**config.mk**
```make
export PLATFORM = sky130hd
export DESIGN_NAME = file_download_response_engine_unit
export DESIGN_NICKNAME = d
export VERILOG_FILES = /design/src/fdre_pkg.sv /design/src/fdre_frame_rx.sv /design/src/file_download_response_engine_unit.sv
export VERILOG_INCLUDE_DIRS = /design/src /design/src/src
export SDC_FILE = /design/constraint.sdc
export NUM_CORES = 1
export LEC_CHECK = 0
export ABC_AREA = 1
export ABC_CLOCK_PERIOD_IN_PS = 6100
export BUFFER_PORTS_ARGS = -buffer_cell sky130_fd_sc_hd__buf_2
export CAP_MARGIN = 20
export CORE_MARGIN = 4
export CORE_UTILIZATION = 35
export CTS_BUF_LIST = sky130_fd_sc_hd__clkbuf_16
export DETAILED_ROUTE_END_ITERATION = 7
export PLACE_DENSITY = 0.5
export SKIP_LAST_GASP = 1
export SLEW_MARGIN = 20
export SYNTH_ARGS = -nofsm -noshare
export SYNTH_HDL_FRONTEND = slang
export SYNTH_HIERARCHICAL = 1
export SYNTH_SLANG_ARGS = --single-unit
```
**constraint.sdc**
```tcl
create_clock -name clk -period 6.1 [get_ports clk]
set_input_delay 1.22 -clock clk [delete_from_list [all_inputs] [get_ports clk]]
set_output_delay 1.22 -clock clk [all_outputs]
set_load 0.01 [all_outputs]
```
**src/assert_macros.svh**
```systemverilog
// ---------------------------------------------------------------------------
// Assertion macros
// Shared concurrent assertion wrappers, clocked on clk with arst_n as reset.
// ---------------------------------------------------------------------------
`ifndef ASSERT_MACROS_SVH
`define ASSERT_MACROS_SVH
`ifndef SYNTH
// Property checked at every rising edge of clk outside reset.
`define AST_CLK(label, prop) \
	label: assert property (@(posedge clk) disable iff (!arst_n) (prop)) \
		else $error("assertion failed");
// Same, with a message of the caller's choosing.
`define AST_CLK_MSG(label, prop, msg) \
	label: assert property (@(posedge clk) disable iff (!arst_n) (prop)) \
		else $error(msg);
`else
`define AST_CLK(label, prop)
`define AST_CLK_MSG(label, prop, msg)
`endif
`endif

```
**src/fdre_pkg.sv**
```systemverilog
// ---------------------------------------------------------------------------
// fdre_pkg
// Types, codes and the CRC16 byte update shared by the download reply engine.
// ---------------------------------------------------------------------------
package fdre_pkg;

	// Input word commands.
	localparam logic [1:0] CMD_BYTE  = 2'd0;
	localparam logic [1:0] CMD_START = 2'd1;
	localparam logic [1:0] CMD_STOP  = 2'd2;
	localparam logic [1:0] CMD_TICK  = 2'd3;

	// Result actions.
	localparam logic [2:0] ACT_NOTIFY  = 3'd0;
	localparam logic [2:0] ACT_CHUNK   = 3'd1;
	localparam logic [2:0] ACT_DONE    = 3'd2;
	localparam logic [2:0] ACT_CRC_ERR = 3'd3;
	localparam logic [2:0] ACT_DEV_ERR = 3'd4;
	localparam logic [2:0] ACT_DROP    = 3'd5;

	// Reply frame bytes.
	localparam logic [7:0] FRM_ADDR       = 8'h01;
	localparam logic [7:0] FRM_NOTIFY_ACK = 8'h41;
	localparam logic [7:0] FRM_CHUNK_ACK  = 8'h42;
	localparam logic [7:0] FRM_ERR_A      = 8'hC1;
	localparam logic [7:0] FRM_ERR_B      = 8'hC2;

	localparam logic [3:0]  FRM_MAX_BYTES = 4'd11;
	localparam logic [3:0]  FRM_MIN_CHECK = 4'd5;
	localparam logic [15:0] CRC_INIT      = 16'hFFFF;
	localparam logic [15:0] CRC_POLY      = 16'hA001;

	// Events raised by the frame receiver for one received byte.
	typedef struct packed {
		logic       drop;
		logic       crc_err;
		logic       notify_ack;
		logic       chunk_ack;
		logic       dev_err;
		logic [7:0] code;
	} frame_evt_t;

	// Modbus-RTU CRC16, one byte, LSB first.
	function automatic logic [15:0] crc16_byte(input logic [15:0] crc, input logic [7:0] b);
		logic [15:0] c;
		c = crc ^ {8'h00, b};
		for (int k = 0; k < 8; k++) begin
			if (c[0]) begin
				c = (c >> 1) ^ CRC_POLY;
			end else begin
				c = c >> 1;
			end
		end
		return c;
	endfunction

	// Number of bytes covered by the CRC for a given reply command.
	function automatic logic [3:0] body_len(input logic [7:0] c);
		logic [3:0] n;
		if (c == FRM_NOTIFY_ACK) begin
			n = 4'd4;
		end else if (c == FRM_CHUNK_ACK) begin
			n = 4'd9;
		end else begin
			n = 4'd3;
		end
		return n;
	endfunction

	function automatic logic known_cmd(input logic [7:0] c);
		return (c == FRM_NOTIFY_ACK) || (c == FRM_CHUNK_ACK) ||
			(c == FRM_ERR_A) || (c == FRM_ERR_B);
	endfunction

endpackage

```
**src/fdre_frame_rx.sv**
```systemverilog
// ---------------------------------------------------------------------------
// Reply frame receiver
// Assembles reply frames byte by byte, runs the CRC and flags frame events.
// ---------------------------------------------------------------------------
module fdre_frame_rx (
	input  logic                    clk,
	input  logic                    arst_n,
	input  logic                    step,
	input  logic                    clear,
	input  logic [7:0]              rx_byte,
	input  logic                    active,
	output fdre_pkg::frame_evt_t    evt
);

	logic [3:0]  count_q, count_d;
	logic [15:0] crc_q, crc_d;
	logic [7:0]  cmd_q, code_q, prev_q;
	logic [7:0]  cmd_now;
	logic [3:0]  cnt_inc, need;
	logic [15:0] rx_crc;

	// The command byte, the error code and the previous byte are the only stored
	// bytes read back; the CRC low byte is always the byte just before the last one.
	always_comb begin
		cmd_now = (count_q == 4'd1) ? rx_byte : cmd_q;
		cnt_inc = count_q + 4'd1;
		need    = fdre_pkg::body_len(cmd_q) + 4'd2;
		rx_crc  = {rx_byte, prev_q};
		count_d = count_q;
		crc_d   = crc_q;
		evt     = '0;
		evt.code = code_q;
		if (clear) begin
			count_d = '0;
			crc_d   = fdre_pkg::CRC_INIT;
		end else if (step) begin
			if (count_q == 4'd0 && rx_byte != fdre_pkg::FRM_ADDR) begin
				evt.drop = 1'b1;
			end else if (count_q >= fdre_pkg::FRM_MAX_BYTES) begin
				evt.drop = 1'b1;
				count_d  = '0;
				crc_d    = fdre_pkg::CRC_INIT;
			end else begin
				count_d = cnt_inc;
				if (count_q < 4'd2 || count_q < fdre_pkg::body_len(cmd_now)) begin
					crc_d = fdre_pkg::crc16_byte(crc_q, rx_byte);
				end
				if (cnt_inc >= fdre_pkg::FRM_MIN_CHECK) begin
					if (!fdre_pkg::known_cmd(cmd_q) || !active) begin
						evt.drop = 1'b1;
						count_d  = '0;
						crc_d    = fdre_pkg::CRC_INIT;
					end else if (cnt_inc == need) begin
						count_d = '0;
						crc_d   = fdre_pkg::CRC_INIT;
						if (rx_crc != crc_q) begin
							evt.crc_err = 1'b1;
						end else if (cmd_q == fdre_pkg::FRM_NOTIFY_ACK) begin
							evt.notify_ack = 1'b1;
						end else if (cmd_q == fdre_pkg::FRM_CHUNK_ACK) begin
							evt.chunk_ack = 1'b1;
						end else begin
							evt.dev_err = 1'b1;
						end
					end
				end
			end
		end
	end

	always_ff @(posedge clk or negedge arst_n) begin
		if (!arst_n) begin
			count_q <= '0;
			crc_q   <= fdre_pkg::CRC_INIT;
		end else begin
			count_q <= count_d;
			crc_q   <= crc_d;
		end
	end

	always_ff @(posedge clk) begin
		if (step && !clear) begin
			prev_q <= rx_byte;
			if (count_q == 4'd1) begin
				cmd_q <= rx_byte;
			end
			if (count_q == 4'd2) begin
				code_q <= rx_byte;
			end
		end
	end

endmodule

```
**src/file_download_response_engine_unit.sv**
```systemverilog
// ---------------------------------------------------------------------------
// File download response engine
// Sender side of a chunked file download: turns received reply bytes and
// start, stop and retry-tick events into the next action to take.
// ---------------------------------------------------------------------------
// Each input word is either a received serial byte or an event. Words are
// captured in an input register, handled in one pass of short logic (frame
// assembly, a one-byte CRC16 update, and one subtract for the chunk size)
// and written to a result register, so the block takes one word per clock
// cycle while the output register does not hold it. A word moves from the
// input register to the result register once that register is free or
// being drained, and its result stays on the outputs until taken. Words
// that cause no result (most received bytes, start, stop, an unarmed tick)
// pass through without producing an output word. The output register only
// holds the engine when it is full and out_ready is low. There is no
// clearing pass after reset. The offset of the following chunk is kept in a
// register of its own so that a chunk acknowledge needs only a single
// subtract against the file length.
// ---------------------------------------------------------------------------
`include "assert_macros.svh"

module file_download_response_engine_unit #(
	parameter int CHUNK_BYTES = 240
) (
	input  logic        clk,
	input  logic        arst_n,
	input  logic        cfg_wr_en,
	input  logic [23:0] cfg_wr_data,
	input  logic        in_valid,
	output logic        in_ready,
	input  logic [1:0]  command,
	input  logic [7:0]  byte_value,
	output logic        out_valid,
	input  logic        out_ready,
	output logic [2:0]  action,
	output logic [23:0] chunk_offset,
	output logic [7:0]  chunk_length,
	output logic [7:0]  device_code
);

	// Input register stage.
	logic       valid_s1;
	logic [1:0] cmd_s1;
	logic [7:0] byte_s1;
	logic       adv_s1;

	// Download state. The next offset always equals the send offset plus one
	// chunk, modulo 2^25.
	logic [23:0] file_len_q;
	logic        active_q, armed_q;
	logic [24:0] offset_q, next_off_q;

	// Result register.
	logic        out_valid_q;
	logic [2:0]  action_q;
	logic [23:0] offset_out_q;
	logic [7:0]  length_q, code_q;

	fdre_pkg::frame_evt_t evt;
	logic        is_byte, is_start;
	logic [24:0] base_off;
	logic [25:0] remain;
	logic        past_end;
	logic [7:0]  len_calc;
	logic        emit;
	logic [2:0]  act_d;
	logic [23:0] off_d;
	logic [7:0]  len_d, code_d;

	// The stage moves whenever the result register is free or being drained.
	assign adv_s1   = valid_s1 && (!out_valid_q || out_ready);
	assign in_ready = !valid_s1 || adv_s1;
	assign is_byte  = valid_s1 && cmd_s1 == fdre_pkg::CMD_BYTE;
	assign is_start = valid_s1 && cmd_s1 == fdre_pkg::CMD_START;

	fdre_frame_rx u_frame_rx (
		.clk     (clk),
		.arst_n  (arst_n),
		.step    (adv_s1 && is_byte),
		.clear   (adv_s1 && is_start),
		.rx_byte (byte_s1),
		.active  (active_q),
		.evt     (evt)
	);

	// A notify acknowledge sends the chunk at the current offset; a chunk
	// acknowledge moves to the next one first. The file ends when the
	// offset reaches the file length.
	always_comb begin
		base_off = evt.chunk_ack ? next_off_q : offset_q;
		remain   = {2'b00, file_len_q} - {1'b0, base_off};
		past_end = remain[25] || (remain == 26'd0);
		if (past_end) begin
			len_calc = 8'd0;
		end else if (remain < 26'(CHUNK_BYTES)) begin
			len_calc = remain[7:0];
		end else begin
			len_calc = 8'(CHUNK_BYTES);
		end
	end

	always_comb begin
		emit   = 1'b0;
		act_d  = fdre_pkg::ACT_DROP;
		off_d  = '0;
		len_d  = '0;
		code_d = '0;
		unique case (cmd_s1)
			fdre_pkg::CMD_BYTE: begin
				priority if (evt.drop) begin
					emit = 1'b1;
				end else if (evt.crc_err) begin
					emit  = 1'b1;
					act_d = fdre_pkg::ACT_CRC_ERR;
				end else if (evt.dev_err) begin
					emit   = 1'b1;
					act_d  = fdre_pkg::ACT_DEV_ERR;
					code_d = evt.code;
				end else if (evt.chunk_ack && past_end) begin
					emit  = 1'b1;
					act_d = fdre_pkg::ACT_DONE;
				end else if (evt.notify_ack || evt.chunk_ack) begin
					emit  = 1'b1;
					act_d = fdre_pkg::ACT_CHUNK;
					off_d = base_off[23:0];
					len_d = len_calc;
				end else begin
					emit = 1'b0;
				end
			end
			fdre_pkg::CMD_TICK: begin
				emit  = armed_q;
				act_d = fdre_pkg::ACT_NOTIFY;
			end
			default: begin
				emit = 1'b0;
			end
		endcase
	end

	always_ff @(posedge clk or negedge arst_n) begin
		if (!arst_n) begin
			valid_s1    <= 1'b0;
			out_valid_q <= 1'b0;
			file_len_q  <= '0;
			active_q    <= 1'b0;
			armed_q     <= 1'b0;
			offset_q    <= '0;
			next_off_q  <= 25'(CHUNK_BYTES);
		end else begin
			if (cfg_wr_en) begin
				file_len_q <= cfg_wr_data;
			end
			if (in_ready) begin
				valid_s1 <= in_valid;
			end
			if (adv_s1) begin
				out_valid_q <= emit;
			end else if (out_ready) begin
				out_valid_q <= 1'b0;
			end
			if (adv_s1) begin
				unique case (cmd_s1)
					fdre_pkg::CMD_START: begin
						active_q   <= 1'b1;
						armed_q    <= 1'b1;
						offset_q   <= '0;
						next_off_q <= 25'(CHUNK_BYTES);
					end
					fdre_pkg::CMD_STOP: begin
						active_q <= 1'b0;
						armed_q  <= 1'b0;
					end
					fdre_pkg::CMD_BYTE: begin
						if (evt.notify_ack) begin
							armed_q <= 1'b0;
						end
						if (evt.chunk_ack) begin
							offset_q   <= next_off_q;
							next_off_q <= next_off_q + 25'(CHUNK_BYTES);
							if (past_end) begin
								active_q <= 1'b0;
								armed_q  <= 1'b0;
							end
						end
					end
					default: begin
						active_q <= active_q;
					end
				endcase
			end
		end
	end

	// Payload registers carry no reset.
	always_ff @(posedge clk) begin
		if (in_ready) begin
			cmd_s1  <= command;
			byte_s1 <= byte_value;
		end
		if (adv_s1) begin
			action_q     <= act_d;
			offset_out_q <= off_d;
			length_q     <= len_d;
			code_q       <= code_d;
		end
	end

	assign out_valid    = out_valid_q;
	assign action       = action_q;
	assign chunk_offset = offset_out_q;
	assign chunk_length = length_q;
	assign device_code  = code_q;

	// A chunk never exceeds the configured chunk size.
	`AST_CLK_MSG(a_len_cap, out_valid |-> (chunk_length <= 8'(CHUNK_BYTES)), "chunk too long")
	// Only chunk results carry an offset and a length.
	`AST_CLK(a_nonchunk_zero, (out_valid && action != fdre_pkg::ACT_CHUNK) |-> (chunk_offset == 24'd0 && chunk_length == 8'd0))
	// Finishing the file stops the download and the retry timer.
	`AST_CLK(a_done_stops, (adv_s1 && is_byte && emit && act_d == fdre_pkg::ACT_DONE) |=> (!active_q && !armed_q))
	// The next offset stays one chunk ahead of the send offset.
	`AST_CLK(a_next_off, next_off_q == offset_q + 25'(CHUNK_BYTES))

endmodule

```
Word level (Yosys, flattened, before mapping)
Cells that the tools add are included.
- flip-flop bits (word level): 175
- latch bits: 0
- memory bits (writable): 0
- memory bits (read-only): 0
- input port bits: 39
- output and inout bits: 45
- memories kept: 0
- add/sub/neg operators: 4
- $mul: 0
- div/mod/pow operators: 0
- $lt $le $gt $ge: 5
- equal/unequal tests: 17
- shift operators: 0
- multiplexer cells: 109
- bitwise gates (word level): 13
- reduce and logical (&&, ||, !) cells: 39
- operator list (cell ; count):
    16-bit 2-to-1 mux ; 51
    25-bit one-hot mux with 2 select lines ; 2
    4-bit 2-to-1 mux ; 19
    25-bit 2-to-1 mux ; 2
    8-bit by 7-bit equality test with 1-bit output, second input constant ; 4
    26-bit logical NOT ; 1
    26-bit by 8-bit less-than comparator with 1-bit output, second input constant ; 1
    24-bit by 25-bit subtractor with 26-bit output ; 1
    25-bit by 8-bit adder with 25-bit output, second input constant ; 1
    2-bit inverter with 3-bit output ; 8
    1-bit 2-to-1 mux ; 19
    3-bit 2-to-1 mux ; 6
    8-bit equality test, second input constant ; 2
    8-bit 2-to-1 mux ; 2
    16-bit != test ; 1
    16-bit by 8-bit bitwise XOR with 16-bit output ; 1
    5-bit 2-to-1 mux ; 3
    1-bit logical OR ; 9
    1-bit logical AND ; 8
    8-bit by 1-bit != test with 1-bit output, second input constant ; 1
    2-bit AND reduction ; 4
    8-bit OR reduction ; 1
    7-bit OR reduction ; 1
    1-bit one-hot mux with 3 select lines ; 2
    26 further kinds ; 37

Depth between registers and ports, before layout
Gate-level depths: netlist of run 1.
- depth after elaboration: 68
- mapped depth: 37
- gate-level depth less buffers: 34

Modules after synthesis
Netlist of run 1, hierarchy kept.
- modules (own cells, without submodules) (module ; times used ; cells each ; area an instance (µm²) ; seq. area each (µm²)):
    file_download_response_engine_unit ; 1 ; 937 ; 7497.2 ; 3448.3
    fdre_frame_rx ; 1 ; 370 ; 2905.3 ; 1241.2

Worst setup path before layout of run 1
OpenSTA, ideal clock, no wires.
- path type: input -> register
- from: input out_ready
- to: register offset_out_q[10], in the netlist chunk_offset[10] (data pin)
- setup time: 0.267 ns
- data arrival time: 4.709 ns
- data required time: 5.833 ns
- setup slack: 1.124 ns
- stages: 30
- path buffers: 3
- cells stage by stage: inv_1 > nand2_1 > nand2_2 > nor2_1 > nor4_1 > nor3b_1 > buf_6 > clkbuf_1 > nor2_1 > ha_1 > fa_1 > inv_1 > nand3_1 > nand2_2 > nand2_1 > nand2_2 > nand2_1 > nand2_1 > nand2_1 > nand2_1 > nand2_1 > nor2_1 > nand2_1 > nor2_2 > nand2_2 > nand2_2 > nand2_4 > nand2_4 > buf_12 > nor2_2
- RTL lines (item ; RTL line ; RTL):
    start: declaration ; file_download_response_engine_unit.sv:34 ; input logic out_ready,
    end signal: assignment ; file_download_response_engine_unit.sv:203 ; offset_out_q <= off_d;
    end: declaration ; file_download_response_engine_unit.sv:56 ; logic [23:0] offset_out_q;

==> results of run 1 <==
[layout make-up]
class / instances / area (um2)
Sequential cell: 171 / 4690
Timing Repair Buffer: 91 / 490
Clock buffer: 17 / 425
Inverter: 216 / 811
Clock inverter: 15 / 168
Fill cell: 2972 / 17200
Multi-Input combinational cell: 899 / 4750
Tap cell: 384 / 480
[worst max-delay path by stage]
stage / slack (ns) / endpoint / startpoint / depth (start not counted)
global route: 0.21 / chunk_offset[12] / byte_s1[0] / 28
detailed placement: 0.27 / chunk_offset[12] / out_ready / 27
CTS: 0.72 / chunk_offset[12] / out_ready / 27
finish: 0.73 / chunk_offset[12] / out_ready / 27
global placement: 0.35 / chunk_offset[12] / out_ready / 27
floorplan: 1.12 / chunk_offset[10] / out_ready / 30
[sequential cells by signal (all words and copies together), names as in the netlist, 2 cells and up]
name	cells
offset_q	25
chunk_offset	24
file_len_q	24
next_off_q	21
u_frame_rx/crc_q	16
byte_s1	8
chunk_length	8
device_code	8
u_frame_rx/cmd_q	8
u_frame_rx/code_q	8
u_frame_rx/prev_q	8
u_frame_rx/count_q	4
action	3
cmd_s1	2
[cell usage after synthesis (2+ instances only)]
cell type	number	area (um2)
nor3_1	16	80.1
nand3_2	14	140
nor2_1	85	319
nand3_1	80	400
buf_4	3	22.5
o21a_1	2	15.0
o21ai_0	55	275
clkinv_1	3	11.3
inv_1	209	785
nor2_2	35	219
nand2_2	28	175
clkbuf_1	9	33.8
mux2_2	22	248
nor3b_1	5	37.5
buf_6	2	22.5
nand4_1	16	100
o31ai_1	2	15.0
nor4_1	7	43.8
nor2_4	3	33.8
xor2_1	12	105
a31oi_1	4	25.0
dfrtp_1	74	1850
o21bai_1	2	15.0
ha_1	38	475
dfstp_2	20	526
xnor2_1	13	114
edfxtp_1	77	2310
or2_2	5	31.3
buf_2	4	20.0
a211oi_1	2	15.0
nand2_1	402	1510
a21oi_1	30	150
nand2_4	4	45.0
nand3b_1	8	60.1
inv_2	4	15.0
buf_12	2	40.0
o22ai_1	2	12.5
[layer usage]
metal	vias up	GRT usage, %	share of wire [%]
met5	-	0	0
met4	0	3.75	1.2
met3	17	2.66	3.6
met2	171	28.3	48
met1	3983	23.6	48
li1	4339	-	-
[power breakdown]
part / leakage, uW / internal (uW) / switching [uW] / total, uW
Combinational: 0.00354 / 282 / 478 / 760
Sequential: 0.00194 / 1360 / 110 / 1470
Clock: 0.000295 / 614 / 505 / 1120
[worst register-to-register path: cells and delay by family (launching register included)]
kind                       cells  cell delay (ns)
DFF                            1             0.53
AOI/OAI and AO/OA              3             0.91
buffers and inverters          4             0.68
and+or+nand+nor               20             2.58
adders and majority gates      1             0.38
[layout by cell type (no fill, tap or decap), types with 22 or more instances in the layout]
master | Yosys | final
inv_1 | 209 | 210
nor2_1 | 85 | 85
nand2_1 | 402 | 402
mux2_2 | 22 | 22
edfxtp_1 | 77 | 77
o21ai_0 | 55 | 55
nand2_2 | 28 | 28
nor2_2 | 35 | 35
ha_1 | 38 | 38
nand3_1 | 80 | 80
a21oi_1 | 30 | 30
dfrtp_1 | 74 | 74
buf_2 | 4 | 82
[stage by stage]
| step | util [%] | setup WS [ns] |
|---|---|---|
| 3_3_place_gp | 38.7 | 0.352 |
| 3_5_place_dp | 38.7 | 0.272 |
| 2_1_floorplan | - | 1.12 |
| 6_report | 40.7 | 0.733 |
| 4_1_cts | 40.7 | 0.720 |
| 5_1_grt | 40.7 | 0.212 |
[logic make-up (layout without fill, tap and decap cells)]
logic type                 after synthesis  after routing
DFF                                    171            171
muxes                                   23             23
xor gates and xnor gates                25             25
AOI/OAI and AO/OA                      102            102
buffers and inverters                  237            339
and+or+nand+nor                        710            710
adders and majority gates               39             39
==> results.cfg, run 1 <==
[status]
outcome = completed

[routing]
via_per_inst = 4.75
post_drt_wl_per_cell_um = 15.3
firstDrtPassIters = 5
num_vias = 8510
post-route-drc-count = 0
ant_nets = 0
drt_iter0_drc = 509
drt_wl_total_mm = 27.4

[logic_synthesis]
syn_inst = 1307
ys.flop_type = edfxtp_1
synth-edff-count = 77
synth_top_family_by_area = simple AND/OR/NAND/NOR gates
ys_seq_elements = 171
ys_warn_count = 6
syn_avg_cell_area_um2 = 7.96
synth_nets = 1385
ys_seq_area_share_pct = 45.1
synthSimpleGateAreaFrac_pct = 31.0
synth_mux_area_share_pct = 2.48
synth_compound_area_share_pct = 5.32
async_reset_ff_share_pct = 55.0
synth_xor_area_share_pct = 2.10
synth_cell_types = 45
syn_area_um2 = 10400
synth_fa_ha_area_share_pct = 4.76

[power_and_ir_drop]
power.density_nw_per_um2 = 283
vdd_drop_max_mv = 0.178
total_power_uw = 3350
leakage_uw = 0.00578

[critical_path]
r2r_cells = 28
rr_endpoint = chunk_offset[12]
required_ns = 6.26
critPathMaxFanout = 47
crit_type = input pin to flop
cp-start-kind = input pin
crit_path_end_kind = flop
slowest_delay_ns = 0.45
critPathSlowestCell = o21ai_0
crit_buf_inv = 5
reg2reg_from = byte_s1[0]
path_common_cell = nand2_1
arrival_ns = 5.53
path_delay_family = simple AND/OR/NAND/NOR gates
reg2reg_slack_ns = 0.77

[placement]
globalplace.congestion = 0.901
port_buffers = 83
placed_area_um2 = 11200
dp_cells = 1761
place.detailed.hpwl_mm = 21.2

[cells_and_area]
instances_no_fill = 1793
nNetsFinal = 1474
insertedDiodeCount = 0
drive_gt1_share_pct = 18.6
postLayoutCellArea_um2 = 11800
syn_to_final_growth_pct = 13.6

[hold_path]
holdCritStartpoint = offset_q[4]
holdPathStages = 2
min_to = offset_q[4]
hp-class = flop to flop

[timing]
slew_viol_final = 0
holdWs_ns = 0.485
max_freq_mhz = 186
tns_ns = 0
rsz0062_at_grt = no
finalCritPeriodShare_pct = 88.0
finClkSkew_ns = 0.0185
post-route-min-period_ns = 5.37
finalHoldViolCount = 0
worstMarginPinSlew_ns = 1.04
setup_violations = 0
slew_headroom_pct = 30.6

[flow_run]
max-cap-violations = 0

[floorplanning]
die_area_um2 = 32500
die_w_um = 180
start_util_pct = 35.9
core_um2 = 29000
die_y_um = 180
io-pin-count = 84
rows = 62

[cts]
cts.sinks = 171
cts_buffers = 17
cts_hold_buf = 0
cts_tree = yes
clock_latency_ns = 0.44
clockBufferDepth = 2
cts_setup_buffers = 0
post_cts_resized = 0
clkTransAtPathRegs_ns = 0.07
root_buffer = clkbuf_16
htreeDepth = 4

[grt]
grt_max_degree = 64
antenna_found_initial = 0
grt_pass1_vias = 8237
grt_pass1_wl_mm = 44.5
grtUsageTotal_pct = 17.0
grt_overflow = 0
Power figures use the tool's default switching activity.
==> run 2, diff against run 1 <==
--- a/config.mk
+++ b/config.mk
@@ -14,7 +14,7 @@
 export CORE_UTILIZATION = 35
 export CTS_BUF_LIST = sky130_fd_sc_hd__clkbuf_16
 export DETAILED_ROUTE_END_ITERATION = 7
-export PLACE_DENSITY = 0.5
+export PLACE_DENSITY = 0.63
 export SKIP_LAST_GASP = 1
 export SLEW_MARGIN = 20
 export SYNTH_ARGS = -nofsm -noshare
==> run 2 against run 1 <==
Net effect:
- first-iteration DRC count grew 50%
- wire length down 5.8%
- core utilization shrank 0.099 points
- design area fell by 0.24%
==> results.cfg, run 2 (synthesis results as in run 1) <==
[routing]
num_vias = 8554
drt_wl_total_mm = 25.8
post_drt_wl_per_cell_um = 14.4
ant_nets = 0
firstDrtPassIters = 6
post-route-drc-count = 0
drt_iter0_drc = 762
via_per_inst = 4.78

[floorplanning]
io-pin-count = 84
start_util_pct = 35.9
die_y_um = 180
die_area_um2 = 32500
die_w_um = 180
core_um2 = 29000
rows = 62

[critical_path]
critPathSlowestCell = ha_1
slowest_delay_ns = 0.52
path_delay_family = simple AND/OR/NAND/NOR gates
arrival_ns = 5.61
critPathMaxFanout = 47
cp-start-kind = input pin
critPathLaunch = out_ready
reg2reg_from = byte_s1[6]
crit_type = input pin to flop
crit_path_end_kind = flop
crit_buf_inv = 4
required_ns = 6.27
reg2reg_slack_ns = 0.72
path_common_cell = nand2_1

[timing]
worstMarginPinSlew_ns = 1.04
setup_violations = 0
slew_headroom_pct = 30.8
finalHoldViolCount = 0
finClkSkew_ns = 0.0118
tns_ns = 0
holdWs_ns = 0.486
rsz0062_at_grt = no
finalCritPeriodShare_pct = 89.3
post-route-min-period_ns = 5.45
slew_viol_final = 0
max_freq_mhz = 184

[grt]
gr-usage-met1_pct = 21.1
antenna_found_initial = 0
grtUsageTotal_pct = 16.1
use_met2_pct = 27.0
grt_overflow = 0
grt_util_met3_pct = 3.23
grt_pass1_vias = 8266
grt-busiest-layer = met2
grt_max_degree = 70
grt_pass1_wl_mm = 42.3

[cts]
clockBufferDepth = 2
root_buffer = clkbuf_16
cts_setup_buffers = 0
htreeDepth = 4
cts.sinks = 171
cts_buffers = 17
clock_latency_ns = 0.44
cts_tree = yes
clkTransAtPathRegs_ns = 0.07
cts_hold_buf = 0
post_cts_resized = 0

[power_and_ir_drop]
power_frac_comb_pct = 22.7
switchingPower_uw = 1090
seqPwrFrac_pct = 44.4
power.density_nw_per_um2 = 281
vdd_drop_max_mv = 0.221
clkPwrFrac_pct = 32.9
leakage_uw = 0.00577
swShare_pct = 32.9
intPower_uw = 2220

[cells_and_area]
layout_common_cells = nand2_1, inv_1, nor2_1
top_register = offset_q
final_core_util_pct = 40.6
drive_gt1_share_pct = 18.6
insertedDiodeCount = 0
final_common_cell = nand2_1
syn_to_final_growth_pct = 13.3
postLayoutCellArea_um2 = 11800
largest_register_ffs = 25
nNetsFinal = 1472

[placement]
placed_area_um2 = 11200
port_buffers = 83
globalplace.congestion = 0.915
place.detailed.hpwl_mm = 19.8

[flow_run]
max-cap-violations = 0

[status]
outcome = completed

[hold_path]
hp-class = flop to flop
holdCritStartpoint = offset_q[13]
==> run 2: cell types whose count changed in the layout (fill, tap and decap cells not counted), sizes merged <==
cell / change
inv: +3
bufinv: -1
clkinv: -2
buf: -2
==> run 2: metrics by stage <==
stage                     worst slack (ns)  std cells  power, uW
after detailed placement             0.350       1759       2240
after CTS                            0.731       1791       3340
after global routing                 0.325       1791       3510
after floorplan                       1.12       1307       2030
after global placement               0.431       1759       2230
final                                0.655       1791       3310
==> run 2: power by group through the flow <==
| stage | Combinational (uW) | Clock (uW) | Sequential [uW] |
|---|---|---|---|
| after global placement | 739 | 0 | 1490 |
| after floorplan | 567 | 0 | 1470 |
| after detailed placement | 746 | 0 | 1490 |
| after CTS | 752 | 1110 | 1470 |
| final | 751 | 1090 | 1470 |
| after global routing | 859 | 1160 | 1490 |
==> run 2: layout make-up <==
cell class                 instances  area (um2)
inverter                         216         811
tap                              384         480
timing repair buffer              89         475
multi-input combinational        899        4750
sequential                       171        4690
fill                            2946       17200
clock inverter                    15         154
clock buffer                      17         425
==> run 2: worst paths after layout <==
kind,end,cells after the start
worst max-delay path,chunk_offset[12],25
worst min register to register,offset_q[13],2
worst min-delay path,offset_q[13],2
worst max register to register,chunk_offset[12],25
min in group asynchronous,file_len_q[14],1
max in group asynchronous,armed_q,2
==> run 2: metal layers <==
layer | wire, um | vias to the layer above | part of all wire, %
met3 | 1390 | 33 | 5.4
li1 | - | 4336 | -
met5 | 0 | - | 0
met2 | 12300 | 216 | 48
met1 | 11700 | 3969 | 45
met4 | 431 | 0 | 1.7
==> run 2: worst reg2reg max path: cells and delay by family (launching register included) <==
family	cells	cell delay [ns]
AND/OR/NAND/NOR	19	3.06
XOR/XNOR	1	0.23
adder cells (fa/ha/maj)	1	0.52
flip-flops	1	0.57
AO/OA/AOI/OAI	2	0.42
buffers and inverters	2	0.32
